### config.mk
export PLATFORM = sky130hd
export DESIGN_NAME = utf8_to_code_point_decoder_unit
export DESIGN_NICKNAME = d
export VERILOG_FILES = /design/src/hw/rtl/u8dec_pkg.sv /design/src/hw/rtl/utf8_to_code_point_decoder_unit.sv
export SDC_FILE = /design/constraint.sdc
export NUM_CORES = 1
export LEC_CHECK = 0
export BUFFER_PORTS_ARGS = -buffer_cell sky130_fd_sc_hd__buf_4
export CORE_ASPECT_RATIO = 1.25
export CORE_UTILIZATION = 55
export CTS_CLUSTER_SIZE = 20
export DETAILED_ROUTE_END_ITERATION = 16
export PLACE_DENSITY_LB_ADDON = 0.2
export SLEW_MARGIN = 20
export SYNTH_ARGS = -nofsm -noshare
export SYNTH_HDL_FRONTEND = slang
export SYNTH_SLANG_ARGS = --single-unit
export TNS_END_PERCENT = 1
### constraint.sdc
create_clock -name clock -period 3.2 [get_ports clock]
set_clock_uncertainty 0.2 [all_clocks]
set_input_delay 0.32 -clock clock [delete_from_list [all_inputs] [get_ports clock]]
set_output_delay 0.32 -clock clock [all_outputs]
set_load 0.1 [all_outputs]
### src/hw/rtl/u8dec_pkg.sv
// Shared constants, types and the per-byte decode function of the UTF-8 decoder.
`timescale 1ns / 1ps
`default_nettype none

package u8dec_pkg;

   localparam int unsigned ByteWidth = 8;
   localparam int unsigned CpWidth   = 31;
   localparam int unsigned RemWidth  = 3;

   // Byte class masks and the pattern each class must show under its mask
   localparam logic [ByteWidth-1:0] CONT_MASK  = 8'hc0;
   localparam logic [ByteWidth-1:0] CONT_CODE  = 8'h80;
   localparam logic [ByteWidth-1:0] ASCII_MASK = 8'h80;
   localparam logic [ByteWidth-1:0] ASCII_CODE = 8'h00;
   localparam logic [ByteWidth-1:0] LEAD2_MASK = 8'he0;
   localparam logic [ByteWidth-1:0] LEAD2_CODE = 8'hc0;
   localparam logic [ByteWidth-1:0] LEAD3_MASK = 8'hf0;
   localparam logic [ByteWidth-1:0] LEAD3_CODE = 8'he0;
   localparam logic [ByteWidth-1:0] LEAD4_MASK = 8'hf8;
   localparam logic [ByteWidth-1:0] LEAD4_CODE = 8'hf0;
   localparam logic [ByteWidth-1:0] LEAD5_MASK = 8'hfc;
   localparam logic [ByteWidth-1:0] LEAD5_CODE = 8'hf8;
   localparam logic [ByteWidth-1:0] LEAD6_MASK = 8'hfe;
   localparam logic [ByteWidth-1:0] LEAD6_CODE = 8'hfc;

   // Continuation bytes still expected after each lead byte
   localparam logic [RemWidth-1:0] REM_NONE  = 3'd0;
   localparam logic [RemWidth-1:0] REM_LEAD2 = 3'd1;
   localparam logic [RemWidth-1:0] REM_LEAD3 = 3'd2;
   localparam logic [RemWidth-1:0] REM_LEAD4 = 3'd3;
   localparam logic [RemWidth-1:0] REM_LEAD5 = 3'd4;
   localparam logic [RemWidth-1:0] REM_LEAD6 = 3'd5;
   localparam logic [RemWidth-1:0] REM_MAX   = REM_LEAD6;

   typedef struct packed {
      logic                emit;
      logic                error;
      logic [CpWidth-1:0]  code_point;
      logic [CpWidth-1:0]  partial;
      logic [RemWidth-1:0] remaining;
      logic                failed;
   } dec_result_type;

   // Decode one byte against the current sequence state
   function automatic dec_result_type decode_byte(
      input logic [ByteWidth-1:0] c,
      input logic [CpWidth-1:0]   pv,
      input logic [RemWidth-1:0]  rem,
      input logic                 failed
   );
      dec_result_type r;
      logic [CpWidth-1:0] shifted;
      r.emit       = 1'b0;
      r.error      = 1'b0;
      r.code_point = '0;
      r.partial    = pv;
      r.remaining  = rem;
      r.failed     = failed;
      shifted      = {pv[CpWidth-7:0], c[5:0]};
      if (!failed) begin
         priority if ((c & CONT_MASK) == CONT_CODE) begin
            if (rem == REM_NONE) begin
               // stray continuation: flag once, drop rest of string
               r.failed = 1'b1;
               r.emit   = 1'b1;
               r.error  = 1'b1;
            end else begin
               r.partial   = shifted;
               r.remaining = rem - 3'd1;
               if (rem == 3'd1) begin
                  r.emit       = 1'b1;
                  r.code_point = shifted;
               end
            end
         end else if ((c & ASCII_MASK) == ASCII_CODE) begin
            r.remaining  = REM_NONE;
            r.emit       = 1'b1;
            r.code_point = {{(CpWidth-ByteWidth){1'b0}}, c};
         end else if ((c & LEAD2_MASK) == LEAD2_CODE) begin
            r.remaining = REM_LEAD2;
            r.partial   = {{(CpWidth-5){1'b0}}, c[4:0]};
         end else if ((c & LEAD3_MASK) == LEAD3_CODE) begin
            r.remaining = REM_LEAD3;
            r.partial   = {{(CpWidth-4){1'b0}}, c[3:0]};
         end else if ((c & LEAD4_MASK) == LEAD4_CODE) begin
            r.remaining = REM_LEAD4;
            r.partial   = {{(CpWidth-3){1'b0}}, c[2:0]};
         end else if ((c & LEAD5_MASK) == LEAD5_CODE) begin
            r.remaining = REM_LEAD5;
            r.partial   = {{(CpWidth-2){1'b0}}, c[1:0]};
         end else if ((c & LEAD6_MASK) == LEAD6_CODE) begin
            r.remaining = REM_LEAD6;
            r.partial   = {{(CpWidth-1){1'b0}}, c[0]};
         end else begin
            // 0xFE / 0xFF
            r.failed = 1'b1;
            r.emit   = 1'b1;
            r.error  = 1'b1;
         end
      end
      return r;
   endfunction

endpackage

`default_nettype wire

### src/hw/rtl/utf8_to_code_point_decoder_unit.sv
// Top level of the UTF-8 to code point decoder: input register, decode, result register.
//
//   channel | direction | tdata                       | tuser        | tlast
//   req_    | in        | [7:0] byte_value            | -            | string_end
//   rsp_    | out       | [30:0] code_point, [31] pad | decode_error | -
//
// One byte per cycle unless the output stalls; each result is registered after decode.
// The sequence state (partial value, bytes remaining, failed flag) updates in the same
// cycle the byte leaves the input register, which sets the one-byte-per-cycle rate.
// Synchronous active-high reset clears valids and sequence state.
// A stalled result register holds the input register; the input register still
// accepts a new word whenever its current word moves on in the same cycle.
`timescale 1ns / 1ps
`default_nettype none

module utf8_to_code_point_decoder_unit (
   input  wire logic        clock,
   input  wire logic        reset,
   input  wire logic        req_tvalid,
   output logic             req_tready,
   input  wire logic [7:0]  req_tdata,   // [7:0] byte_value
   input  wire logic        req_tlast,   // string_end
   output logic             rsp_tvalid,
   input  wire logic        rsp_tready,
   output logic [31:0]      rsp_tdata,   // [30:0] code_point, [31] zero
   output logic             rsp_tuser    // [0] decode_error
);
   import u8dec_pkg::*;

   // Input register
   logic                 in_valid_ff, in_valid_in;
   logic [ByteWidth-1:0] in_byte_ff;
   logic                 in_last_ff;

   // Sequence state
   logic [CpWidth-1:0]   partial_ff, partial_in;
   logic [RemWidth-1:0]  rem_ff, rem_in;
   logic                 failed_ff, failed_in;

   // Result register
   logic                 out_valid_ff, out_valid_in;
   logic [CpWidth-1:0]   out_cp_ff;
   logic                 out_err_ff;

   logic                 advance;
   logic                 req_fire;
   dec_result_type       dec;

   // Move the held word on when the result slot is free or being emptied
   assign advance    = in_valid_ff && (!out_valid_ff || rsp_tready);
   assign req_tready = !in_valid_ff || advance;
   assign req_fire   = req_tvalid && req_tready;

   always_comb begin
      dec = decode_byte(in_byte_ff, partial_ff, rem_ff, failed_ff);
   end

   // Next values: clear state after the marked last byte
   always_comb begin
      in_valid_in  = req_fire ? 1'b1 : (in_valid_ff && !advance);
      out_valid_in = advance ? dec.emit : (out_valid_ff && !rsp_tready);
      partial_in   = partial_ff;
      rem_in       = rem_ff;
      failed_in    = failed_ff;
      if (advance) begin
         if (in_last_ff) begin
            partial_in = '0;
            rem_in     = REM_NONE;
            failed_in  = 1'b0;
         end else begin
            partial_in = dec.partial;
            rem_in     = dec.remaining;
            failed_in  = dec.failed;
         end
      end
   end

   // Control and state registers
   always_ff @(posedge clock) begin
      if (reset) begin
         in_valid_ff  <= 1'b0;
         out_valid_ff <= 1'b0;
         partial_ff   <= '0;
         rem_ff       <= REM_NONE;
         failed_ff    <= 1'b0;
      end else begin
         in_valid_ff  <= in_valid_in;
         out_valid_ff <= out_valid_in;
         partial_ff   <= partial_in;
         rem_ff       <= rem_in;
         failed_ff    <= failed_in;
      end
   end

   // Payload registers
   always_ff @(posedge clock) begin
      if (req_fire) begin
         in_byte_ff <= req_tdata;
         in_last_ff <= req_tlast;
      end
      if (advance && dec.emit) begin
         out_cp_ff  <= dec.code_point;
         out_err_ff <= dec.error;
      end
   end

   assign rsp_tvalid = out_valid_ff;
   assign rsp_tdata  = {1'b0, out_cp_ff};
   assign rsp_tuser  = out_err_ff;

   // Checks
   assert property (@(posedge clock) disable iff (reset)
      (rsp_tvalid && rsp_tuser) |-> (rsp_tdata == 32'd0))
      else $error("error result carries a nonzero code point");

   assert property (@(posedge clock) disable iff (reset)
      (advance && in_last_ff) |=> (rem_ff == REM_NONE && !failed_ff && partial_ff == '0))
      else $error("sequence state not cleared after string end");

   assert property (@(posedge clock) disable iff (reset)
      (in_valid_ff && failed_ff) |-> !dec.emit)
      else $error("failed string produced a result");

   assert property (@(posedge clock) disable iff (reset)
      rem_ff <= REM_MAX)
      else $error("bytes remaining out of range");

   assert property (@(posedge clock) disable iff (reset)
      !in_valid_ff |-> req_tready)
      else $error("input stalled with empty input register");

endmodule

`default_nettype wire

# Yosys cells after proc, flatten, opt, wreduce, memory -nomap -nowiden
# Cells that the tools add are included.
[totals] register_bits=72 in_bits=13
[classes] addsub=1 n_eq_ne=10 mux=33 reduce_logical=17
[ops] op="2-to-1 mux 34 bit" count=5
[ops] op="2-to-1 mux 68 bit" count=2
[ops] op="2-to-1 mux 65 bit" count=1
[ops] op="2-to-1 mux 31 bit" count=2
[ops] op="2-to-1 mux 25 bit" count=1
[ops] op="2-to-1 mux 1 bit" count=14
[ops] op="2-to-1 mux 2 bit" count=5
[ops] op="zero test 8 bit" count=1
[ops] op="2-to-1 mux 8 bit" count=1
[ops] op="nonzero test 8 bit" count=1
[ops] op="== test 7 bit, second input constant" count=1
[ops] op="nonzero test 7 bit" count=1
[ops] op="== test 6 bit, second input constant" count=1
[ops] op="2-to-1 mux 3 bit" count=2
[ops] op="inequality test 3 bit, second input constant" count=2
[ops] op="== test 5 bit, second input constant" count=1
[ops] op="logical AND 1 bit" count=5
[ops] op="AND reduction 5 bit" count=1
[ops] op="== test 4 bit, second input constant" count=1
[ops] op="zero test 1 bit" count=4
[ops] op="AND reduction 4 bit" count=1
[ops] op="== test 3 x 1 -> 1 bit, second input constant" count=1
[ops] op="== test 3 bit, second input constant" count=1
[ops] op="zero test 3 bit" count=1
[ops] op="4 further kinds" count=5

# Depth between registers and ports, before layout
# Gate-level depths: netlist of run 1.
[logic_depth] word_depth=10 depth_mapped=8

# Worst setup path after synthesis of run 1
# Ideal clock, no wire load.
[synth_path] path_kind="flip-flop to flip-flop" from="register out_valid_ff (netlist: rsp_tvalid)" to="register in_byte_ff[0] (enable)" setup_time_ns=0.285 arrival_ns=2.288 t_required_ns=2.715 slack_ns=0.428 path_stages_with_launch=4 path_buffers=0 synth_period_minus_slack_ns=2.772 cell_sequence="dfxtp_1 nor2b_1 nand2_1 and2_1"
[synth_via] elab_chain_len=5
[synth_rtl] element="from (decl)" line="utf8_to_code_point_decoder_unit.sv:41" source="logic out_valid_ff, out_valid_in;"
[synth_rtl] element="from (signal assigned)" line="utf8_to_code_point_decoder_unit.sv:88" source="out_valid_ff <= out_valid_in;"
[synth_rtl] element="zero test 1 bit" line="utf8_to_code_point_decoder_unit.sv:50" source="assign advance = in_valid_ff && (!out_valid_ff || rsp_tready);"
[synth_rtl] element="logical OR 1 bit" line="utf8_to_code_point_decoder_unit.sv:50"
[synth_rtl] element="logical AND 1 bit" line="utf8_to_code_point_decoder_unit.sv:50"
[synth_rtl] element="logical OR 1 bit" line="utf8_to_code_point_decoder_unit.sv:51" source="assign req_tready = !in_valid_ff || advance;"
[synth_rtl] element="named net req_tready" line="utf8_to_code_point_decoder_unit.sv:20" source="output logic req_tready,"
[synth_rtl] element="logical AND 1 bit" line="utf8_to_code_point_decoder_unit.sv:52" source="assign req_fire = req_tvalid && req_tready;"
[synth_rtl] element="named net req_fire" line="utf8_to_code_point_decoder_unit.sv:46" source="logic req_fire;"
[synth_rtl] element="to (signal assigned)" line="utf8_to_code_point_decoder_unit.sv:98" source="in_byte_ff <= req_tdata;"
[synth_rtl] element="to (decl)" line="utf8_to_code_point_decoder_unit.sv:32" source="logic [ByteWidth-1:0] in_byte_ff;"
# The timed path passes the listed nets, and every way through them passes these cells.
# A chain may end at the register's enable or synchronous reset.

# Final worst setup path of run 1
[layout_path] from="register rem_ff[0]" to="register partial_ff[1]"
[layout_via] elab_chain_len=3
[layout_rtl] element="from (decl)" line="utf8_to_code_point_decoder_unit.sv:37" source="logic [RemWidth-1:0] rem_ff, rem_in;"
[layout_rtl] element="from (signal assigned)" line="utf8_to_code_point_decoder_unit.sv:90" source="rem_ff <= rem_in;"
[layout_rtl] element="zero test 3 bit" line="u8dec_pkg.sv:63" source="if (rem == REM_NONE) begin"
[layout_rtl] element="inequality test 3 bit (no source line)"
[layout_rtl] element="AND reduction 5 bit (no source line)"
[layout_rtl] element="to (signal assigned)" line="utf8_to_code_point_decoder_unit.sv:89" source="partial_ff <= partial_in;"
[layout_rtl] element="to (decl)" line="utf8_to_code_point_decoder_unit.sv:36" source="logic [CpWidth-1:0] partial_ff, partial_in;"
# Every way passes these cells.

==> metrics, run 1 <==
core outline area=about 5100 µm²; sequential-to-total area share from yosys stat=0.628; share of cells above drive strength 1=0.221; ys flop type=edfxtp_1; Post-Synth XOR/XNOR Area=0; die area=5660 µm²; Max-slew headroom=0.559; yosys synthesis warning count=0; # Max-Cap Violations=0; WP buf/inv=1; Layout Utilization=0.709; TritonCTS clock tree=done; Vias=a little over 2000; run status=complete, no violations; Die X=67.5 µm; IO Port Bufs=between 40 and 50; WL final=5.29 mm; first-pass GRT wire length=8.80 mm; RSZ-0062 raised after global routing=no; Mapped Area=2950 µm²; Critical Path End Type=flip-flop; Post-Synth Simple-Gate Area=0.234; Post-synth ARST share=0; largest fanout on the critical path=48; register area=around 1900 µm²; drt first-iter violations=roughly 140; DRT antenna net count=0; Clock Tree Buf Depth=2; total CTS buffers=9; routed vias/inst=between 5 and 6; critical path class=reg2reg; Commonest cells post-synth=41 x edfxtp_1, 31 x and2_1, 31 x dfxtp_1; Post-Route Setup TNS=0 ns; Worst-Margin Slew=0.661 ns; Mapped Avg Cell Area=11.3 µm²; total gr overflow=0; FMAX=458 MHz; multiplexer area fraction after synthesis=0.00679; htree depth=3; Synth cell types=38; Crit path max-delay family=simple AND/OR/NAND/NOR gates; #FFs+latches synth=72; Final Setup Violations=0; first-pass iteration count of the detailed router=4; hold crit path type=in2reg; Post-DP HPWL=3.30 mm; pin count of the biggest net entering global routing=49; final weighted congestion in routability-driven placement=between 0.8 and 0.9; # DRC=0; largest family of logic cells by synthesized area=simple AND/OR/NAND/NOR gates; Worst EP required=3.22 ns; leading area contributor after synthesis=edfxtp_1; total global-route track usage=0.214; Data arrival, critical path=2.21 ns; Synth Instances=260; initial antenna violation count=0; Area Growth Syn to Fin=23.0%; worst skew pair latency=0.34 ns; CTS resizes=0; row count=29; Tcrit/Tclk final=0.683; Ports=between 40 and 50; wire length per cell=13.8 µm; EDFF count, synth=just over 40; Die Y=83.9 µm; Num Clock Sinks=a little over 70; most numerous cell in the Yosys netlist=edfxtp_1; CP Launch Type=flip-flop; Multi-input gate area=1020 µm²; Synth Net Count=approximately 280; Worst path slowest cell=nor2b_1; starting density of the core=0.577; max-slew violations=0; top cell type's share of synthesized area=0.417; Final nets=331; vias in the first global route=about 2000; final hold vios=0; Pwr Density=around 540 nW/µm²; min Tclk post-route=2.18 ns; leakage=1.34 nW; Synth Area in Compound Gates=0.0882; Fillers=370; # diodes=0; VDD IR max=0.000380 V; clock transition at the registers of the reported paths=0.07 ns; worst-path cell chain=nor2_1 > ha_1 > nor2b_1 > o31ai_4 > buf_4 > o2111ai_1 > o21ai_1; adder-cell share of the synthesized area=0.00848; Slowest Stage Delay on Critical Path=0.40 ns; Root Driver=clkbuf_8; Synth area leaders=edfxtp_1 42%, dfxtp_1 21%, and2_1 6.6%
==> worst min-delay path, cell delays in order <==
cell and delay [ns]:
buf_4 0.08, nor2b_1 0.04, a21oi_1 0.13, nor2_1 0.04
==> layer usage <==
layer | track usage | vias to the layer above | part of all wire
met5 | 0 | - | 0
met4 | 0.141 | 0 | 0.033
met3 | 0.0560 | 15 | 0.046
met2 | 0.347 | 60 | 0.52
met1 | 0.238 | 947 | 0.40
li1 | - | 1022 | -
==> cell families after synthesis <==
family,count (synthesis)
multiplexers,2
AND/OR/NAND/NOR,118
adder cells (fa/ha/maj),2
AO/OA/AOI/OAI,45
other,1
buffers and inverters,20
flip-flops,72
==> power breakdown <==
part / internal, mW / switching [mW] / leakage, nW
Combinational: 0.0618 / 0.189 / 0.614
Sequential: 1.00 / 0.0180 / 0.638
Clock: 0.380 / 0.314 / 0.0913
Total: 1.45 / 0.522 / 1.34
==> sequential cells by signal, indices dropped and copies added (netlist names) <==
register / cells
in_valid_ff: 1
in_byte_ff: 8
failed_ff: 1
rem_ff: 3
rsp_tuser: 1
out_cp_ff: 31
rsp_tvalid: 1
partial_ff: 25
in_last_ff: 1
==> cell type report <==
| cell class | instances | area share |
|---|---|---|
| clock buffers | 13 | 0.0410 |
| well taps | 62 | 0.0214 |
| multi-input cells | 168 | 0.280 |
| flip-flops and latches | 72 | 0.510 |
| repair buffers | 60 | 0.131 |
| inverters | 5 | 0.00517 |
| clock inverters | 3 | 0.0114 |
==> worst paths after layout <==
kind	start	to	slack (ns)	cells after the start
max	rem_ff[0]$_SDFFE_PP0P_	partial_ff[1]$_SDFFE_PP0P_	1.02	7
min	rsp_tready	in_valid_ff$_SDFF_PP0_	0.12	4
max reg2reg	rem_ff[0]$_SDFFE_PP0P_	partial_ff[1]$_SDFFE_PP0P_	1.02	7
min reg2reg	partial_ff[22]$_SDFFE_PP0P_	partial_ff[22]$_SDFFE_PP0P_	0.26	2
==> timing repair <==
action                    CTS  global route
buffers inserted            0             0
hold endpoints to repair   10             0
hold buffers               10             0
==> cell usage in the layout, fill, tap and decap left out, types with 2 or more instances in the layout <==
master	n
dlygate4sd3_1	10
nor2_1	9
clkbuf_8	10
nand2b_1	27
o211ai_1	2
a31oi_1	2
nand2_1	10
o21ai_1	9
mux2i_1	2
clkbuf_1	3
nor2b_1	3
and2_1	31
nand4_1	4
ha_1	2
buf_4	50
dfxtp_1	31
inv_1	5
edfxtp_1	41
a21oi_1	7
or4_1	2
nand3_1	23
nor2_2	2
o21ai_0	18
==> through the flow <==
step | hold WS, ns | instances | area [µm²] | total power, mW | setup WS [ns]
after floorplan | 0.219 | 260 | 2950 | 1.23 | 0.428
after global placement | 0.254 | 357 | 3340 | 1.28 | 0.883
after detailed placement | 0.261 | 357 | 3340 | 1.28 | 0.768
after CTS | 0.111 | 383 | 3630 | 1.98 | 0.713
after global routing | 0.163 | 383 | 3630 | 2.03 | 0.795
final | 0.123 | 383 | 3630 | 1.97 | 1.02
Power figures use the tool's default switching activity.
==> inputs of run 2 (changes only) <==
==> constraint.sdc (replaced) <==
create_clock -name clock -period 2.2 [get_ports clock]
set_clock_uncertainty 0.2 [all_clocks]
set_input_delay 0.22 -clock clock [delete_from_list [all_inputs] [get_ports clock]]
set_output_delay 0.22 -clock clock [all_outputs]
set_load 0.1 [all_outputs]
==> metrics, run 2 (synthesized netlist as in run 1, its figures left out) <==
Comb pwr share=0.137; most common cell after layout, fill and taps aside=buf_4; r2r setup slk=0.07 ns; drt first-iter violations=88; beginning of the worst hold path=rsp_tready; Worst path slowest cell=or4_1; total gr overflow=0; # diodes=0; WP buf/inv=1; max FFs per register=31; Die X=67.5 µm; Flop pwr share=0.521; total CTS buffers=9; IO Port Bufs=46; min Tclk post-route=2.13 ns; final weighted congestion in routability-driven placement=0.908; VDD IR max=0.000650 V; leakage=approximately 1.4 nW; Multi-input gate area=1020 µm²; Hold EP=in_valid_ff$_SDFF_PP0_; R2R Path Start=rem_ff[0]$_SDFFE_PP0P_; Die Y=83.9 µm; run status=complete, no violations; net switching power=around 0.77 mW; hold depth=4; core outline area=a little over 5000 µm²; Setup WS pre-CTS=-0.0741 ns; biggest regs=out_cp_ff (31), partial_ff (25), in_byte_ff (8); Data arrival, critical path=2.20 ns; wire length per cell=13.9 µm; Reg with most FFs=out_cp_ff; Ports=48; WL final=5.43 mm; Tcrit/Tclk final=0.968; Num Clock Sinks=72; final hold vios=0; share of cells above drive strength 1=0.255; DRT antenna net count=0; row count=29; Worst-Margin Slew=0.681 ns; worst skew pair latency=between 0.3 and 0.4 ns; register area=1850 µm²; largest fanout on the critical path=5; RSZ-0062 raised after global routing=no; Max-slew headroom=0.545; pin count of the biggest net entering global routing=49; die area=5660 µm²; routed vias/inst=5.37; Area Growth Syn to Fin=26.5%; Clock Tree Buf Depth=2; vias in the first global route=2033; worst reg2reg path depth=7; TritonCTS clock tree=done; Reg2Reg Capture Point=rem_ff[0]$_SDFFE_PP0P_; Final Setup Violations=0; first-pass iteration count of the detailed router=4; # Max-Cap Violations=0; final worst-path setup slack=0.0711 ns; clock transition at the registers of the reported paths=0.07 ns; first-pass GRT wire length=just over 9 mm; Crit. path cell count=7; worst-path cell chain=nor2_1 > ha_1 > buf_4 > nor2b_1 > o21a_1 > or4_1 > a21oi_2; FMAX=470 MHz; Crit path max-delay family=simple AND/OR/NAND/NOR gates; Critical Path End Type=flip-flop; Root Driver=clkbuf_8; # DRC=0; htree depth=3; Post-DP HPWL=3.59 mm; commonest cells after routing, fill and taps aside=55 x buf_4, 41 x edfxtp_1, 31 x and2_1, 30 x dfxtp_1, 27 x nand2b_1; hold crit path type=in2reg; Fillers=366; Vias=2101; Fin Hold WS=0.0443 ns; total global-route track usage=0.220; Worst EP required=2.27 ns; Post-Route Setup TNS=0 ns; Pwr Density=around 760 nW/µm²; critical path class=reg2reg; starting density of the core=0.577; Net Sw Frac=0.269; Clock power frac=0.342; Final nets=339; initial antenna violation count=0; Slowest Stage Delay on Critical Path=0.54 ns; max-slew violations=0; cell-internal power=2.08 mW; CP Launch Type=flip-flop
## run 2: layout make-up
| type | instances | share of cell area |
|---|---|---|
| Clock buffer | 10 | 0.0342 |
| Timing Repair Buffer | 68 | 0.154 |
| Inverter | 5 | 0.00503 |
| Tap cell | 62 | 0.0208 |
| Sequential cell | 72 | 0.496 |
| Clock inverter | 6 | 0.0161 |
| Multi-Input combinational cell | 168 | 0.274 |
## run 2: how the worst max path moves through the flow
stage | slack [ns] | start | end
floorplan | -0.005 | rsp_tvalid$_SDFF_PP0_ | out_cp_ff[0]$_SDFFCE_PP0P_
global placement | 0.02 | rem_ff[1]$_SDFFE_PP0P_ | out_cp_ff[20]$_SDFFCE_PP0P_
detailed placement | -0.07 | rem_ff[0]$_SDFFE_PP0P_ | out_cp_ff[11]$_SDFFCE_PP0P_
CTS | 0.07 | rem_ff[0]$_SDFFE_PP0P_ | rem_ff[0]$_SDFFE_PP0P_
global route | 0.003 | rem_ff[0]$_SDFFE_PP0P_ | rem_ff[0]$_SDFFE_PP0P_
finish | 0.07 | rem_ff[0]$_SDFFE_PP0P_ | rem_ff[0]$_SDFFE_PP0P_
## run 2: stage by stage
step	instances	power [mW]	util	cell area, µm²
finish	391	2.85	0.730	3730
global route	391	2.94	0.730	3730
CTS	391	2.87	0.729	3730
detailed placement	365	1.89	0.672	3440
global placement	365	1.88	0.672	3440
floorplan	260	1.80	-	2950
## run 2: repair_timing
action / 4_1_cts / 5_1_grt
gates resized for setup: 1 / 1
gates cloned: 0 / 0
buffers inserted: 0 / 0
endpoints found under the setup margin: 24 / 1
endpoints found under the hold margin: 10 / 0
hold buffers: 10 / 0
## run 2: power groups by stage
| stage | Clock (mW) | Combinational, mW | Sequential [mW] |
|---|---|---|---|
| 2_1_floorplan | 0 | 0.0995 | 1.70 |
| 3_5_place_dp | 0 | 0.374 | 1.51 |
| 3_3_place_gp | 0 | 0.371 | 1.51 |
| 6_report | 0.975 | 0.390 | 1.48 |
| 5_1_grt | 1.04 | 0.406 | 1.49 |
| 4_1_cts | 0.993 | 0.389 | 1.48 |
## run 2: tightest hold or removal path, delay by kind of cell
kind                   cells  cell delay [ns]
AO/OA/AOI/OAI              1             0.14
buffers and inverters      1             0.08
AND/OR/NAND/NOR            2             0.09
## run 2: routing by layer
layer  wire length (µm)  GRT usage  up-vias
li1                   -          -     1036
met1               2140      0.234      989
met2               2880      0.378       59
met3                220     0.0601       17
met4                189      0.116        0
met5                  0          0        -
